$ cat config.mk
export PLATFORM = sky130hd
export DESIGN_NAME = arp_resolver_cache
export DESIGN_NICKNAME = d
export VERILOG_FILES = /design/src/rtl/core/arc_pkg.sv /design/src/rtl/core/arc_ram.sv /design/src/rtl/core/arc_store.sv /design/src/rtl/core/arp_resolver_cache.sv
export SDC_FILE = /design/constraint.sdc
export NUM_CORES = 2
export LEC_CHECK = 0
export BUFFER_PORTS_ARGS = -buffer_cell sky130_fd_sc_hd__buf_2
export CAP_MARGIN = 20
export CORE_MARGIN = 4
export CORE_UTILIZATION = 49
export CTS_BUF_LIST = sky130_fd_sc_hd__clkbuf_16
export CTS_CLUSTER_DIAMETER = 50
export CTS_CLUSTER_SIZE = 28
export DETAILED_ROUTE_END_ITERATION = 16
export HOLD_SLACK_MARGIN = 0.02
export SETUP_SLACK_MARGIN = 0.3
export SLEW_MARGIN = 30
export SYNTH_ARGS = -nofsm -noshare
export SYNTH_HDL_FRONTEND = slang
export SYNTH_SLANG_ARGS = --single-unit
$ cat constraint.sdc
create_clock -name clk -period 14.3 [get_ports clk]
set_clock_uncertainty 0.1 [all_clocks]
set_input_delay 2.86 -clock clk [delete_from_list [all_inputs] [get_ports clk]]
set_output_delay 2.86 -clock clk [all_outputs]
set_load 0.1 [all_outputs]
$ cat src/rtl/core/arc_pkg.sv
// Package for the ARP resolver cache: sizes, opcodes, result kinds, config
// indices, and the entry and write command structs shared with the entry store.
// No dependencies.
package arc_pkg;

    localparam int CACHE_ENTRIES = 16;
    localparam int IDX_W = (CACHE_ENTRIES > 1) ? $clog2(CACHE_ENTRIES) : 1;

    localparam logic [15:0] ARPOP_REQ = 16'd1;
    localparam logic [15:0] ARPOP_RSP = 16'd2;

    localparam logic [2:0] OP_PACKET  = 3'd0;
    localparam logic [2:0] OP_LOOKUP  = 3'd1;
    localparam logic [2:0] OP_RESOLVE = 3'd2;
    localparam logic [2:0] OP_TICK    = 3'd3;
    localparam logic [2:0] OP_REVERSE = 3'd4;
    localparam logic [2:0] OP_FLUSH   = 3'd5;

    localparam logic [2:0] K_SEND_REQUEST = 3'd0;
    localparam logic [2:0] K_SEND_REPLY   = 3'd1;
    localparam logic [2:0] K_MAC_ANSWER   = 3'd2;
    localparam logic [2:0] K_IP_ANSWER    = 3'd3;
    localparam logic [2:0] K_FAILED       = 3'd4;
    localparam logic [2:0] K_DONE         = 3'd5;
    localparam logic [2:0] K_BAD_PACKET   = 3'd6;
    localparam logic [2:0] K_TABLE_FULL   = 3'd7;

    localparam logic [2:0] CFG_MY_IP         = 3'd0;
    localparam logic [2:0] CFG_MY_MAC        = 3'd1;
    localparam logic [2:0] CFG_RETRY_TIMEOUT = 3'd2;
    localparam logic [2:0] CFG_RETRY_COUNT   = 3'd3;
    localparam logic [2:0] CFG_CACHE_TIMEOUT = 3'd4;

    // One entry as read from or written to the entry store.
    typedef struct packed {
        logic [31:0] ip;
        logic [47:0] mac;
        logic [31:0] updated;
        logic [7:0]  retries;
        logic [31:0] deadline;
    } entry_t;

    // Write command from the sequencer to the entry store.
    typedef struct packed {
        logic             wr;
        logic [IDX_W-1:0] idx;
        logic             valid;
        logic             pending;
        entry_t           data;
    } entry_wr_t;

    // Saturating add of two 32-bit values.
    function automatic logic [31:0] sat_add32(input logic [31:0] a, input logic [31:0] b);
        logic [32:0] s;
        s = {1'b0, a} + {1'b0, b};
        return s[32] ? 32'hFFFF_FFFF : s[31:0];
    endfunction

endpackage

$ cat src/rtl/core/arc_ram.sv
// Generic single-port-write, single-read RAM with registered read data.
// No dependencies.
module arc_ram #(
    parameter int WIDTH = 8,
    parameter int DEPTH = 16
) (
    input  logic                     clk,
    input  logic                     wr_en,
    input  logic [$clog2(DEPTH)-1:0] wr_addr,
    input  logic [WIDTH-1:0]         wr_data,
    input  logic [$clog2(DEPTH)-1:0] rd_addr,
    output logic [WIDTH-1:0]         rd_data
);

    logic [WIDTH-1:0] mem [DEPTH];

    // Write and read the array
    always_ff @(posedge clk)
    begin
        if (wr_en)
        begin
            mem[wr_addr] <= wr_data;
        end
        rd_data <= mem[rd_addr];
    end

endmodule

$ cat src/rtl/core/arc_store.sv
// Entry store: payload RAM plus valid/pending flag registers.
// Depends on arc_pkg and arc_ram.
module arc_store
    import arc_pkg::*;
(
    input  logic             clk,
    input  logic             rst_n,
    input  entry_wr_t        wcmd,
    input  logic             clear_all,
    input  logic [IDX_W-1:0] rd_idx,
    output entry_t           rd_data,
    output logic             rd_valid,
    output logic             rd_pending
);

    logic [CACHE_ENTRIES-1:0] valid_reg;
    logic [CACHE_ENTRIES-1:0] pending_reg;
    logic                     rv_reg;
    logic                     rp_reg;

    arc_ram #(
        .WIDTH($bits(entry_t)),
        .DEPTH(CACHE_ENTRIES)
    ) u_ram (
        .clk     (clk),
        .wr_en   (wcmd.wr),
        .wr_addr (wcmd.idx),
        .wr_data (wcmd.data),
        .rd_addr (rd_idx),
        .rd_data (rd_data)
    );

    // Hold flags; flush clears all at once
    always_ff @(posedge clk or negedge rst_n)
    begin
        if (!rst_n)
        begin
            valid_reg   <= '0;
            pending_reg <= '0;
            rv_reg      <= 1'b0;
            rp_reg      <= 1'b0;
        end
        else
        begin
            rv_reg <= valid_reg[rd_idx];
            rp_reg <= pending_reg[rd_idx];
            if (clear_all)
            begin
                valid_reg   <= '0;
                pending_reg <= '0;
            end
            else if (wcmd.wr)
            begin
                valid_reg[wcmd.idx]   <= wcmd.valid;
                pending_reg[wcmd.idx] <= wcmd.pending;
            end
        end
    end

    assign rd_valid   = rv_reg;
    assign rd_pending = rp_reg;

endmodule

$ cat src/rtl/core/arp_resolver_cache.sv
// Top level of the ARP resolver cache: config registers, sequencer, output.
// Depends on arc_pkg and arc_store.
//
//  channel | signals                                      | dir
//  in      | in_valid/in_ready, opcode..arp_op             | in
//  out     | out_valid/out_ready, kind..last               | out
//  cfg     | cfg_we, cfg_index, cfg_data                   | in
//
// Packet, lookup, resolve and reverse lookup scan the store entry by entry
// (registered read) up to the final result; a new entry costs a second scan
// for a free or stalest slot, and a write back goes through the commit state.
// A tick walks the store entry by entry; a flush or unused opcode goes straight
// to the decide state. Input is ready again once the final result is loaded.
// Reset clears valid/pending flags and tick clock; entry payload is unset.
// A result waits in the output register; emitting states stall until it is taken.
module arp_resolver_cache
    import arc_pkg::*;
(
    input  logic        clk,
    input  logic        rst_n,
    input  logic        in_valid,
    output logic        in_ready,
    input  logic [2:0]  opcode,
    input  logic [31:0] ip_addr,
    input  logic [47:0] mac_addr,
    input  logic [31:0] target_ip,
    input  logic [15:0] arp_op,
    output logic        out_valid,
    input  logic        out_ready,
    output logic [2:0]  kind,
    output logic        found,
    output logic [31:0] out_ip,
    output logic [47:0] out_mac,
    output logic [31:0] reply_src_ip,
    output logic        last,
    input  logic        cfg_we,
    input  logic [2:0]  cfg_index,
    input  logic [47:0] cfg_data
);

    typedef enum logic [3:0] {
        S_IDLE, S_FIND_A, S_FIND_W, S_FIND_C, S_DECIDE, S_ALLOC_A, S_ALLOC_W,
        S_ALLOC_C, S_COMMIT, S_TICK_A, S_TICK_W, S_TICK_C, S_EMIT, S_FINAL
    } state_t;

    state_t state_reg;

    logic [31:0] my_ip_reg, retry_timeout_reg, cache_timeout_reg, tick_now_reg;
    logic [47:0] my_mac_reg;
    logic [7:0]  retry_count_reg;

    logic [2:0]  op_reg;
    logic [31:0] ip_reg, tgt_reg;
    logic [47:0] mac_reg;
    logic [15:0] aop_reg;

    logic [IDX_W-1:0] idx_reg;
    logic             hit_reg;
    logic [IDX_W-1:0] hit_idx_reg;
    entry_t           hit_ent_reg;
    logic             hit_pend_reg;
    logic             free_reg;
    logic [IDX_W-1:0] best_idx_reg;
    logic [31:0]      best_key_reg;
    logic             best_ok_reg;
    logic             rev_ok_reg;
    logic [31:0]      rev_ip_reg;

    // Pending result, plus the final result still to follow it
    logic        ob_valid_reg;
    logic [2:0]  ob_kind_reg;
    logic        ob_found_reg, ob_last_reg;
    logic [31:0] ob_ip_reg, ob_src_reg;
    logic [47:0] ob_mac_reg;
    logic [2:0]  fin_kind_reg;
    logic [31:0] fin_ip_reg, fin_src_reg;
    logic [47:0] fin_mac_reg;
    logic        fin_found_reg;
    state_t      ret_reg;

    entry_wr_t   wcmd;
    logic        clear_all;
    logic [IDX_W-1:0] rd_idx;
    entry_t      rd_data;
    logic        rd_valid, rd_pending;

    arc_store u_store (
        .clk        (clk),
        .rst_n      (rst_n),
        .wcmd       (wcmd),
        .clear_all  (clear_all),
        .rd_idx     (rd_idx),
        .rd_data    (rd_data),
        .rd_valid   (rd_valid),
        .rd_pending (rd_pending)
    );

    assign rd_idx = idx_reg;

    logic fresh;
    logic [32:0] fresh_sum;
    assign fresh_sum = {1'b0, rd_data.updated} + {1'b0, cache_timeout_reg};
    assign fresh = fresh_sum >= {1'b0, tick_now_reg};

    logic [31:0] new_deadline;
    assign new_deadline = sat_add32(tick_now_reg, retry_timeout_reg);

    logic last_idx;
    assign last_idx = (idx_reg == IDX_W'(CACHE_ENTRIES - 1));

    logic out_free;
    assign out_free = !ob_valid_reg || out_ready;

    // Tick compare and retry counters for the entry in hand
    logic [7:0] retries_inc;
    assign retries_inc = (rd_data.retries == 8'hFF) ? 8'hFF : rd_data.retries + 8'd1;
    logic tick_due;
    assign tick_due = rd_valid && rd_pending && (rd_data.deadline <= tick_now_reg);

    // Output register loads a new result this cycle
    logic ob_load;
    assign ob_load = out_free && ((state_reg == S_EMIT) || (state_reg == S_FINAL) ||
                                  (state_reg == S_TICK_C && tick_due));

    logic pkt_zero;
    assign pkt_zero = (ip_reg == 32'd0) || (mac_reg == 48'd0);

    logic [2:0] pkt_kind;
    always_comb
    begin
        if (aop_reg == ARPOP_REQ)
        begin
            pkt_kind = K_SEND_REPLY;
        end
        else if (aop_reg == ARPOP_RSP)
        begin
            pkt_kind = K_DONE;
        end
        else
        begin
            pkt_kind = K_BAD_PACKET;
        end
    end

    // Slot choice on the last entry of the allocation scan
    logic             all_pending;
    logic [IDX_W-1:0] alloc_idx;
    always_comb
    begin
        all_pending = !free_reg && rd_valid && rd_pending && !best_ok_reg;
        if (free_reg)
        begin
            alloc_idx = hit_idx_reg;
        end
        else if (!rd_valid)
        begin
            alloc_idx = rd_idx;
        end
        else if (!rd_pending && (!best_ok_reg || rd_data.updated < best_key_reg))
        begin
            alloc_idx = rd_idx;
        end
        else
        begin
            alloc_idx = best_idx_reg;
        end
    end

    // Write command for the entry store
    always_comb
    begin
        wcmd       = '0;
        clear_all  = 1'b0;
        wcmd.idx   = hit_idx_reg;
        wcmd.data  = hit_ent_reg;
        if (state_reg == S_COMMIT)
        begin
            wcmd.wr    = 1'b1;
            wcmd.valid = 1'b1;
            if (op_reg == OP_RESOLVE)
            begin
                wcmd.pending       = 1'b1;
                wcmd.data.ip       = ip_reg;
                wcmd.data.mac      = '0;
                wcmd.data.updated  = '0;
                wcmd.data.retries  = '0;
                wcmd.data.deadline = new_deadline;
            end
            else
            begin
                wcmd.pending      = 1'b0;
                wcmd.data.ip      = ip_reg;
                wcmd.data.mac     = mac_reg;
                wcmd.data.updated = tick_now_reg;
                wcmd.data.retries = '0;
                if (!hit_reg)
                begin
                    wcmd.data.deadline = '0;
                end
            end
        end
        else if (state_reg == S_TICK_C && tick_due && out_free)
        begin
            wcmd.wr   = 1'b1;
            wcmd.idx  = rd_idx;
            wcmd.data = rd_data;
            wcmd.data.retries = retries_inc;
            if (retries_inc < retry_count_reg)
            begin
                wcmd.valid   = 1'b1;
                wcmd.pending = 1'b1;
                wcmd.data.deadline = new_deadline;
            end
        end
        else if (state_reg == S_DECIDE && op_reg == OP_FLUSH)
        begin
            clear_all = 1'b1;
        end
    end

    assign in_ready = (state_reg == S_IDLE);

    // Sequencer, config registers and output register
    always_ff @(posedge clk or negedge rst_n)
    begin
        if (!rst_n)
        begin
            state_reg         <= S_IDLE;
            my_ip_reg         <= '0;
            my_mac_reg        <= '0;
            retry_timeout_reg <= 32'd1;
            retry_count_reg   <= 8'd3;
            cache_timeout_reg <= 32'd120;
            tick_now_reg      <= '0;
            ob_valid_reg      <= 1'b0;
            ret_reg           <= S_IDLE;
        end
        else
        begin
            if (cfg_we)
            begin
                case (cfg_index)
                    CFG_MY_IP:         my_ip_reg         <= cfg_data[31:0];
                    CFG_MY_MAC:        my_mac_reg        <= cfg_data;
                    CFG_RETRY_TIMEOUT: retry_timeout_reg <= cfg_data[31:0];
                    CFG_RETRY_COUNT:   retry_count_reg   <= cfg_data[7:0];
                    CFG_CACHE_TIMEOUT: cache_timeout_reg <= cfg_data[31:0];
                    default: ;
                endcase
            end

            // Drop the taken result unless a new one replaces it
            if (ob_valid_reg && out_ready && !ob_load)
            begin
                ob_valid_reg <= 1'b0;
            end

            case (state_reg)
                S_IDLE:
                begin
                    if (in_valid)
                    begin
                        op_reg       <= opcode;
                        ip_reg       <= ip_addr;
                        mac_reg      <= mac_addr;
                        tgt_reg      <= target_ip;
                        aop_reg      <= arp_op;
                        idx_reg      <= '0;
                        hit_reg      <= 1'b0;
                        free_reg     <= 1'b0;
                        best_ok_reg  <= 1'b0;
                        rev_ok_reg   <= 1'b0;
                        fin_found_reg <= 1'b0;
                        fin_ip_reg   <= '0;
                        fin_mac_reg  <= '0;
                        fin_src_reg  <= '0;
                        fin_kind_reg <= K_DONE;
                        if (opcode == OP_TICK)
                        begin
                            if (tick_now_reg != 32'hFFFF_FFFF)
                            begin
                                tick_now_reg <= tick_now_reg + 32'd1;
                            end
                            state_reg <= S_TICK_A;
                        end
                        else if (opcode == OP_FLUSH || opcode > OP_FLUSH)
                        begin
                            state_reg <= S_DECIDE;
                        end
                        else
                        begin
                            state_reg <= S_FIND_A;
                        end
                    end
                end
                S_FIND_A: state_reg <= S_FIND_W;
                S_FIND_W: state_reg <= S_FIND_C;
                S_FIND_C:
                begin
                    // First IP match; reverse lookup keeps the lowest fresh IP
                    if (!hit_reg && rd_valid && rd_data.ip == ip_reg)
                    begin
                        hit_reg      <= 1'b1;
                        hit_idx_reg  <= rd_idx;
                        hit_ent_reg  <= rd_data;
                        hit_pend_reg <= rd_pending;
                        fin_found_reg <= fresh && !rd_pending;
                    end
                    if (rd_valid && rd_data.mac == mac_reg && fresh &&
                        (!rev_ok_reg || rd_data.ip < rev_ip_reg))
                    begin
                        rev_ok_reg <= 1'b1;
                        rev_ip_reg <= rd_data.ip;
                    end
                    if (last_idx)
                    begin
                        state_reg <= S_DECIDE;
                    end
                    else
                    begin
                        idx_reg   <= idx_reg + IDX_W'(1);
                        state_reg <= S_FIND_W;
                    end
                end
                S_DECIDE:
                begin
                    case (op_reg)
                        OP_PACKET:
                        begin
                            if (pkt_zero)
                            begin
                                fin_kind_reg <= K_BAD_PACKET;
                                state_reg    <= S_FINAL;
                            end
                            else if (tgt_reg != my_ip_reg)
                            begin
                                state_reg <= hit_reg ? S_COMMIT : S_FINAL;
                                ret_reg   <= S_FINAL;
                            end
                            else
                            begin
                                fin_kind_reg <= pkt_kind;
                                if (pkt_kind == K_SEND_REPLY)
                                begin
                                    fin_ip_reg  <= ip_reg;
                                    fin_mac_reg <= mac_reg;
                                    fin_src_reg <= tgt_reg;
                                end
                                ret_reg   <= S_FINAL;
                                if (hit_reg)
                                begin
                                    state_reg <= S_COMMIT;
                                end
                                else
                                begin
                                    idx_reg   <= '0;
                                    state_reg <= S_ALLOC_A;
                                end
                            end
                        end
                        OP_LOOKUP:
                        begin
                            fin_kind_reg <= K_MAC_ANSWER;
                            fin_ip_reg   <= ip_reg;
                            fin_mac_reg  <= fin_found_reg ? hit_ent_reg.mac : 48'd0;
                            state_reg    <= S_FINAL;
                        end
                        OP_RESOLVE:
                        begin
                            if (hit_reg && hit_pend_reg)
                            begin
                                fin_kind_reg <= K_DONE;
                                state_reg    <= S_FINAL;
                            end
                            else
                            begin
                                fin_kind_reg <= K_SEND_REQUEST;
                                fin_ip_reg   <= ip_reg;
                                ret_reg      <= S_FINAL;
                                if (hit_reg)
                                begin
                                    state_reg <= S_COMMIT;
                                end
                                else
                                begin
                                    idx_reg   <= '0;
                                    state_reg <= S_ALLOC_A;
                                end
                            end
                        end
                        OP_REVERSE:
                        begin
                            fin_kind_reg  <= K_IP_ANSWER;
                            fin_found_reg <= rev_ok_reg && mac_reg != 48'd0;
                            fin_ip_reg    <= (rev_ok_reg && mac_reg != 48'd0) ?
                                             rev_ip_reg : 32'd0;
                            state_reg     <= S_FINAL;
                        end
                        default:
                        begin
                            fin_kind_reg <= K_DONE;
                            state_reg    <= S_FINAL;
                        end
                    endcase
                end
                S_ALLOC_A: state_reg <= S_ALLOC_W;
                S_ALLOC_W: state_reg <= S_ALLOC_C;
                S_ALLOC_C:
                begin
                    // Lowest free slot, else stalest settled entry
                    if (last_idx)
                    begin
                        if (all_pending)
                        begin
                            // Every entry pending: report and skip the store
                            if (op_reg == OP_RESOLVE)
                            begin
                                fin_kind_reg <= K_TABLE_FULL;
                                state_reg    <= S_FINAL;
                            end
                            else
                            begin
                                state_reg <= S_EMIT;
                            end
                        end
                        else
                        begin
                            hit_idx_reg <= alloc_idx;
                            state_reg   <= S_COMMIT;
                        end
                    end
                    else
                    begin
                        if (!free_reg && !rd_valid)
                        begin
                            free_reg    <= 1'b1;
                            hit_idx_reg <= rd_idx;
                        end
                        if (rd_valid && !rd_pending &&
                            (!best_ok_reg || rd_data.updated < best_key_reg))
                        begin
                            best_ok_reg  <= 1'b1;
                            best_idx_reg <= rd_idx;
                            best_key_reg <= rd_data.updated;
                        end
                        idx_reg   <= idx_reg + IDX_W'(1);
                        state_reg <= S_ALLOC_W;
                    end
                end
                S_COMMIT:
                begin
                    state_reg <= ret_reg;
                end
                S_EMIT:
                begin
                    if (out_free)
                    begin
                        ob_valid_reg <= 1'b1;
                        ob_kind_reg  <= K_TABLE_FULL;
                        ob_found_reg <= 1'b0;
                        ob_ip_reg    <= ip_reg;
                        ob_mac_reg   <= '0;
                        ob_src_reg   <= '0;
                        ob_last_reg  <= 1'b0;
                        state_reg    <= S_FINAL;
                    end
                end
                S_TICK_A: state_reg <= S_TICK_W;
                S_TICK_W: state_reg <= S_TICK_C;
                S_TICK_C:
                begin
                    if (out_free)
                    begin
                        if (tick_due)
                        begin
                            ob_valid_reg <= 1'b1;
                            ob_kind_reg  <= (retries_inc < retry_count_reg) ?
                                            K_SEND_REQUEST : K_FAILED;
                            ob_found_reg <= 1'b0;
                            ob_ip_reg    <= rd_data.ip;
                            ob_mac_reg   <= '0;
                            ob_src_reg   <= '0;
                            ob_last_reg  <= 1'b0;
                        end
                        if (last_idx)
                        begin
                            state_reg <= S_FINAL;
                        end
                        else
                        begin
                            idx_reg   <= idx_reg + IDX_W'(1);
                            state_reg <= S_TICK_A;
                        end
                    end
                end
                S_FINAL:
                begin
                    if (out_free)
                    begin
                        ob_valid_reg <= 1'b1;
                        ob_kind_reg  <= fin_kind_reg;
                        ob_found_reg <= fin_found_reg && (fin_kind_reg == K_MAC_ANSWER ||
                                        fin_kind_reg == K_IP_ANSWER);
                        ob_ip_reg    <= fin_ip_reg;
                        ob_mac_reg   <= fin_mac_reg;
                        ob_src_reg   <= fin_src_reg;
                        ob_last_reg  <= 1'b1;
                        state_reg    <= S_IDLE;
                    end
                end
                default: state_reg <= S_IDLE;
            endcase
        end
    end

    assign out_valid    = ob_valid_reg;
    assign kind         = ob_kind_reg;
    assign found        = ob_found_reg;
    assign out_ip       = ob_ip_reg;
    assign out_mac      = ob_mac_reg;
    assign reply_src_ip = ob_src_reg;
    assign last         = ob_last_reg;

    // No new transaction accepted while a scan is running
    a_busy: assert property (@(posedge clk) disable iff (!rst_n)
        (state_reg != S_IDLE) |-> !in_ready)
        else $error("input accepted during scan");
    // A held result never changes until taken
    a_hold: assert property (@(posedge clk) disable iff (!rst_n)
        (out_valid && !out_ready) |=> (out_valid && $stable(kind) && $stable(out_ip)))
        else $error("result changed while stalled");
    // Store is written only in commit or tick scan
    a_wr: assert property (@(posedge clk) disable iff (!rst_n)
        wcmd.wr |-> (state_reg == S_COMMIT || state_reg == S_TICK_C))
        else $error("unexpected entry write");

endmodule

# Word-level counts from Yosys, hierarchy flattened
# Memory sizes are Yosys's and may differ from the RTL's. A register that Yosys moved wholly into a read port is not among the register bits.
# Cells that the tools add are included.
[word_totals]
regBits = 776
latchBits = 0
ramBits = 2432
rom_bits = 0
input_bits = 187
elab_cells = 348
memories = 1
[memory_table]
columns = ["name", "depth", "width", "rd", "rd_ports_with_merged_regs", "write_ports", "line", "source"]
rows = [
  ["u_store.u_ram.mem", 16, 152, 1, 1, 1, "arc_ram.sv:15", "logic [WIDTH-1:0] mem [DEPTH];"],
]
[op_classes]
addsub = 5
multipliers = 0
div = 0
magnitude_cmp = 9
n_eq_ne = 64
n_shift = 0
muxes = 143
n_bitwise = 1
reduce_logical = 82
[ops]
columns = ["cell", "n"]
rows = [
  ["two-way mux 32 bit", 21],
  ["two-way mux 48 bit", 9],
  ["one-hot mux 32 bit (3 select lines)", 2],
  ["one-hot mux 48 bit (2 select lines)", 2],
  ["two-way mux 159 bit", 1],
  ["two-way mux 154 bit", 1],
  ["two-way mux 153 bit", 1],
  ["one-hot mux 48 bit (3 select lines)", 1],
  ["one-hot mux 32 bit (2 select lines)", 2],
  ["one-hot mux 32 bit (4 select lines)", 1],
  ["two-way mux 4 bit", 28],
  ["adder 32 x 32 -> 33 bit", 2],
  ["< comparator 32 bit", 2],
  ["two-way mux 16 bit", 4],
  ["one-hot mux 4 bit (14 select lines)", 1],
  ["two-way mux 3 bit", 17],
  ["equality test 48 bit", 1],
  ["logical NOT 48 bit", 1],
  ["nonzero test 48 bit", 1],
  ["!= test 2 bit, second input constant", 17],
  ["greater-or-equal comparator 33 x 32 -> 1 bit", 1],
  ["adder 32 x 1 -> 32 bit, second input constant", 1],
  ["bitwise mux 16 bit", 2],
  ["equality test 32 bit", 1],
  ["53 further kinds", 184],
]

# Depth between registers and ports, before layout
[depth]
ltp_word = 13
depth_mapped = 22

# Hierarchy
# A second synthesis with hierarchy kept.
[hier_totals]
cells_unflattened = 7371
hier_area_um2 = 134064.8
[modules_own_cells]
columns = ["mod", "n_inst", "cells_each", "area_per_inst_um2", "seq_area_each_um2"]
rows = [
  ["arc_ram", 1, 3972, 94459.3, 76073.0],
  ["arp_resolver_cache", 1, 3217, 37836.3, 21489.4],
  ["arc_store", 1, 182, 1769.2, 850.8],
]

# Least setup slack after synthesis
# OpenSTA, ideal clock, no wires.
[synth_timing]
path_kind = "input -> register"
from = "input out_ready"
to = "register u_store.pending_reg[11]"
setup_ns = 0.454
t_arrival_ns = 11.716
required_time_ns = 13.746
slack_ns = 2.030
stages = 7
n_path_buf = 1
path_cell_list = "nand2b_1 > nand4_1 > a211oi_1 > buf_2 > nand3_1 > o22ai_1 > mux2i_1"
[synth_between]
elab_chain_len = 11
[synth_rtl]
columns = ["element", "line", "source"]
rows = [
  ["start: declaration", "arp_resolver_cache.sv:29", "input logic out_ready,"],
  ["logical OR 1 bit (*)", "arp_resolver_cache.sv:112", "assign out_free = !ob_valid_reg || out_ready;"],
  ["logical AND 1 bit (*)", "arp_resolver_cache.sv:202", "else if (state_reg == S_TICK_C && tick_due && out_free)"],
  ["two-way mux 159 bit", "arp_resolver_cache.sv:202", ""],
  ["two-way mux 4 bit", "arp_resolver_cache.sv:176", "if (state_reg == S_COMMIT)"],
  ["< comparator 4 x 5 -> 1 bit (implied by the code) / greater-or-equal comparator 4 x 1 -> 1 bit (equally long branches)", "arc_store.sv:55", "pending_reg[wcmd.idx] <= wcmd.pending;"],
  ["logical AND 1 bit (implied by the code)", "arc_store.sv:55", ""],
  ["two-way mux 1 bit (implied by the code)", "arc_store.sv:55", ""],
  ["demux 1 bit (select 4 bit)", "--", ""],
  ["bitwise mux 16 bit", "arc_store.sv:55", ""],
  ["two-way mux 16 bit", "arc_store.sv:52", "else if (wcmd.wr)"],
  ["two-way mux 16 bit", "arc_store.sv:47", "if (clear_all)"],
  ["end signal: indexed assignment", "arc_store.sv:55", ""],
  ["end: declaration", "arc_store.sv:17", "logic [CACHE_ENTRIES-1:0] pending_reg;"],
]
# Every way passes the cells marked *; elsewhere a longest branch is shown, timed or not. The select of a mux whose other input is x is not followed.
# A chain may end at the register's enable or synchronous reset.

# Worst setup path in the final report
[layout_timing]
from = "input out_ready"
to = "memory u_store.u_ram.mem[15][53] (netlist name) (enable)"
[layout_between]
elab_chain_len = 6
[layout_rtl]
columns = ["element", "line", "source"]
rows = [
  ["logical OR 1 bit (*)", "arp_resolver_cache.sv:112", ""],
  ["logical AND 1 bit (*)", "arp_resolver_cache.sv:202", ""],
  ["two-way mux 159 bit (*)", "arp_resolver_cache.sv:202", ""],
  ["two-way mux 1 bit", "arp_resolver_cache.sv:176", ""],
  ["two-way mux 1 bit", "arc_ram.sv:20", "if (wr_en)"],
  ["two-way mux 1 bit (implied by the code)", "arc_ram.sv:22", "mem[wr_addr] <= wr_data;"],
  ["end: declaration", "arc_ram.sv:15", ""],
]
# Every way passes the cells marked *; elsewhere a longest branch is shown, timed or not.

==> flow_summary.toml <==
[run_status]
status = "finished, final reports clean"

[sta]
worstMarginPinSlew_ps = 1030
min_period_over_period_pct = 51.1
rsz0062_at_grt = "false"
slew_violations = 0
finalSetupTns_ps = 0
finalSetupViolations = 0
relSlewSlack_pct = 31.6
min_period_ps = 7310
hold_violations = 0
fmax_mhz = 137

[critical_path]
cp_max_fo = 150
end_kind = "flip-flop"
cp_data_required_time_ps = 14700
cp-start-kind = "primary input"
r2r_cells = 12
critical_path_class = "in2reg"
cp_num_cells = 10
max_stage_delay_ps = 770
slowest_stage = "buf_4"
arrival_ps = 7720
cp_cell_sequence = "buf_2 -> nand2b_1 -> nand4_1 -> a211oi_4 -> buf_12 -> nand3_1 -> o22ai_4 -> buf_8 -> buf_4 -> buf_4"
path_common_cell = "buf_4"
cp_num_buf_inv = 5
crit_family = "buffers and inverters"

[die]
die_h_um = 530
initial_core_util_pct = 49.3
die_w_um = 530
ios = 306
coreArea_mm2 = 0.271
rows = 191
dieArea_mm2 = 0.281

[synth]
synth.yosys.seq_area_share_pct = 73.6
synth_top_area_share_pct = 68.1
yosysTopAreaCell = "edfxtp_1"
yosys.area_share.simple_pct = 4.17
synth-edff-count = 3029
ys_types = 86
syn-num-nets = 7411
synth-xor-area-share_pct = 1.29
synth-compound-area-share_pct = 3.69
synth.area.mux_share_pct = 13.9
synth_top_family_by_area = "multiplexers"
async_reset_ff_share_pct = 5.24
syn-mean-instance-area_um2 = 19.0
synth_ff_type = "edfxtp_1"
syn-cell-area_mm2 = 0.134
yosys.area_share.adder_pct = 1.90
ys_seq_elements = 3357
netlist_top_cells_area = "edfxtp_1 (68%), mux4_2 (13%), dfrtp_1 (3.2%)"
synth_warnings = 0
postSynthCellCount = 7022

[route]
drtAntennaViolNets = 0
wl_per_cell_um = 31.4
via_count = 69832
first_pass_iters = 6
vias_per_cell = 6.18
drt_iter0_drc = 7993
wl_um = 355000
route.detailed.drc = 0

[cts]
cts_resized = 0
cts-buffers-inserted = 338
clock_path_buffers = 4
clk_pin_slew_ps = 80
cts_tree = "built"
worstSkewPairLatency_ps = 950
cts_max_level = 5
cts_num_sinks = 3357
post_cts_buffers = 0
hold_buffers = 0
cts_root_buffer = "clkbuf_16"

[grt]
grt_max_degree = 151
grt_pass1_vias = 70279
grt.total_usage_pct = 25.1
grt_overflow = 0
grt_pass1_wl_um = 510000
antenna_found_initial = 14

[placement]
dpl_cell_area_mm2 = 0.140
dp_hpwl_um = 202000
gp_congestion = 0.921
portBuffers = 289

[job]
cap_violations = 0

[final_layout]
fillers = 20329
final_cell_mix = "edfxtp_1 (3,029), mux4_2 (747), nand2_1 (463), clkbuf_16 (341), buf_2 (288)"
area_growth_pct = 13.7
largest_reg_flops = 2432
mostFrequentLayoutCell = "edfxtp_1"
multi_input_area_mm2 = 0.0337
nNetsFinal = 7817
final_core_util_pct = 56.0
fin_area_mm2 = 0.152
ff_latch_area_mm2 = 0.0984
drive_gt1_share_pct = 25.1

[hold_path]
min_path_cells = 0
hold_path.class = "reg2reg"

[pwr]
p_per_area_mw_per_mm2 = 178
vdd_ir_drop_max_uv = 124
leakage_nw = 51.6
layer usage:
metal	share of wire, %	vias up	GRT usage [%]
met5	0	-	0
met4	5.2	0	10.7
met3	6.3	562	3.12
met2	47	2754	39.6
met1	41	37109	35.8
li1	-	29407	-
report_power, final:
part,switching [mW],internal [mW]
Sequential,0.558,11.6
Combinational,3.24,2.33
Clock,4.35,5.03
through the flow:
step                hold slack [ps]  instances  power [mW]  setup WS, ps
CTS                             364      11282        27.3          6950
global placement                354      10650        17.9          5780
detailed placement              360      10653        17.9          6010
finish                          358      11297        27.1          6990
global route                    378      11290        28.2          6890
floorplan                       324       7022        16.1          2030
cells in the mapped netlist, drive strengths merged (11+ instances only):
library cell  instances
edfxtp             3029
mux4                747
nand2               466
clkbuf              248
a21oi               208
ha                  200
dfrtp               169
nor2                168
dfxtp               152
inv                 146
and3                131
nand3               131
a221o               108
mux2                107
xor2                104
buf                  93
o21ai                93
xnor2                93
a21o                 59
mux2i                58
nand4                56
nor4                 54
a211oi               37
a22oi                37
nor2b                37
a22o                 32
nor3                 25
nand2b               24
a31oi                17
and2                 13
o21bai               13
o211ai               12
o21a                 12
o22a                 11
or3                  11
area by class of cell:
class,instances,share of cell area [%]
Inverter,147,0.427
Clock inverter,288,2.31
Antenna cell,10,0.0165
Tap cell,3570,2.94
Sequential cell,3357,64.7
Clock buffer,341,5.61
Timing Repair Buffer,407,1.76
Multi-Input combinational cell,3177,22.2
path summary, 6_finish.rpt:
kind,startpoint,endpoint,slack (ps)
max,out_ready,u_store.u_ram.mem[15][53]$_DFFE_PP_,6990
min,u_store.u_ram.rd_data[78]$_DFF_P_,hit_ent_reg[78]$_DFFE_PP_,360
max reg2reg,state_reg[2]$_DFFE_PN0P_,u_store.u_ram.mem[15][53]$_DFFE_PP_,7580
min reg2reg,u_store.u_ram.rd_data[78]$_DFF_P_,hit_ent_reg[78]$_DFFE_PP_,360
max in group asynchronous,rst_n,retry_count_reg[3]$_DFFE_PN0P_,10600
min in group asynchronous,rst_n,retry_timeout_reg[19]$_DFFE_PN0P_,1810
cells by family after synthesis:
group,count (synthesis)
multiplexers,912
AO/OA/AOI/OAI,707
buffers and inverters,488
flip-flops,3357
XOR/XNOR,197
adder cells (fa/ha/maj),202
AND/OR/NAND/NOR,1159
No activity file was read; power rests on OpenSTA's default activity.
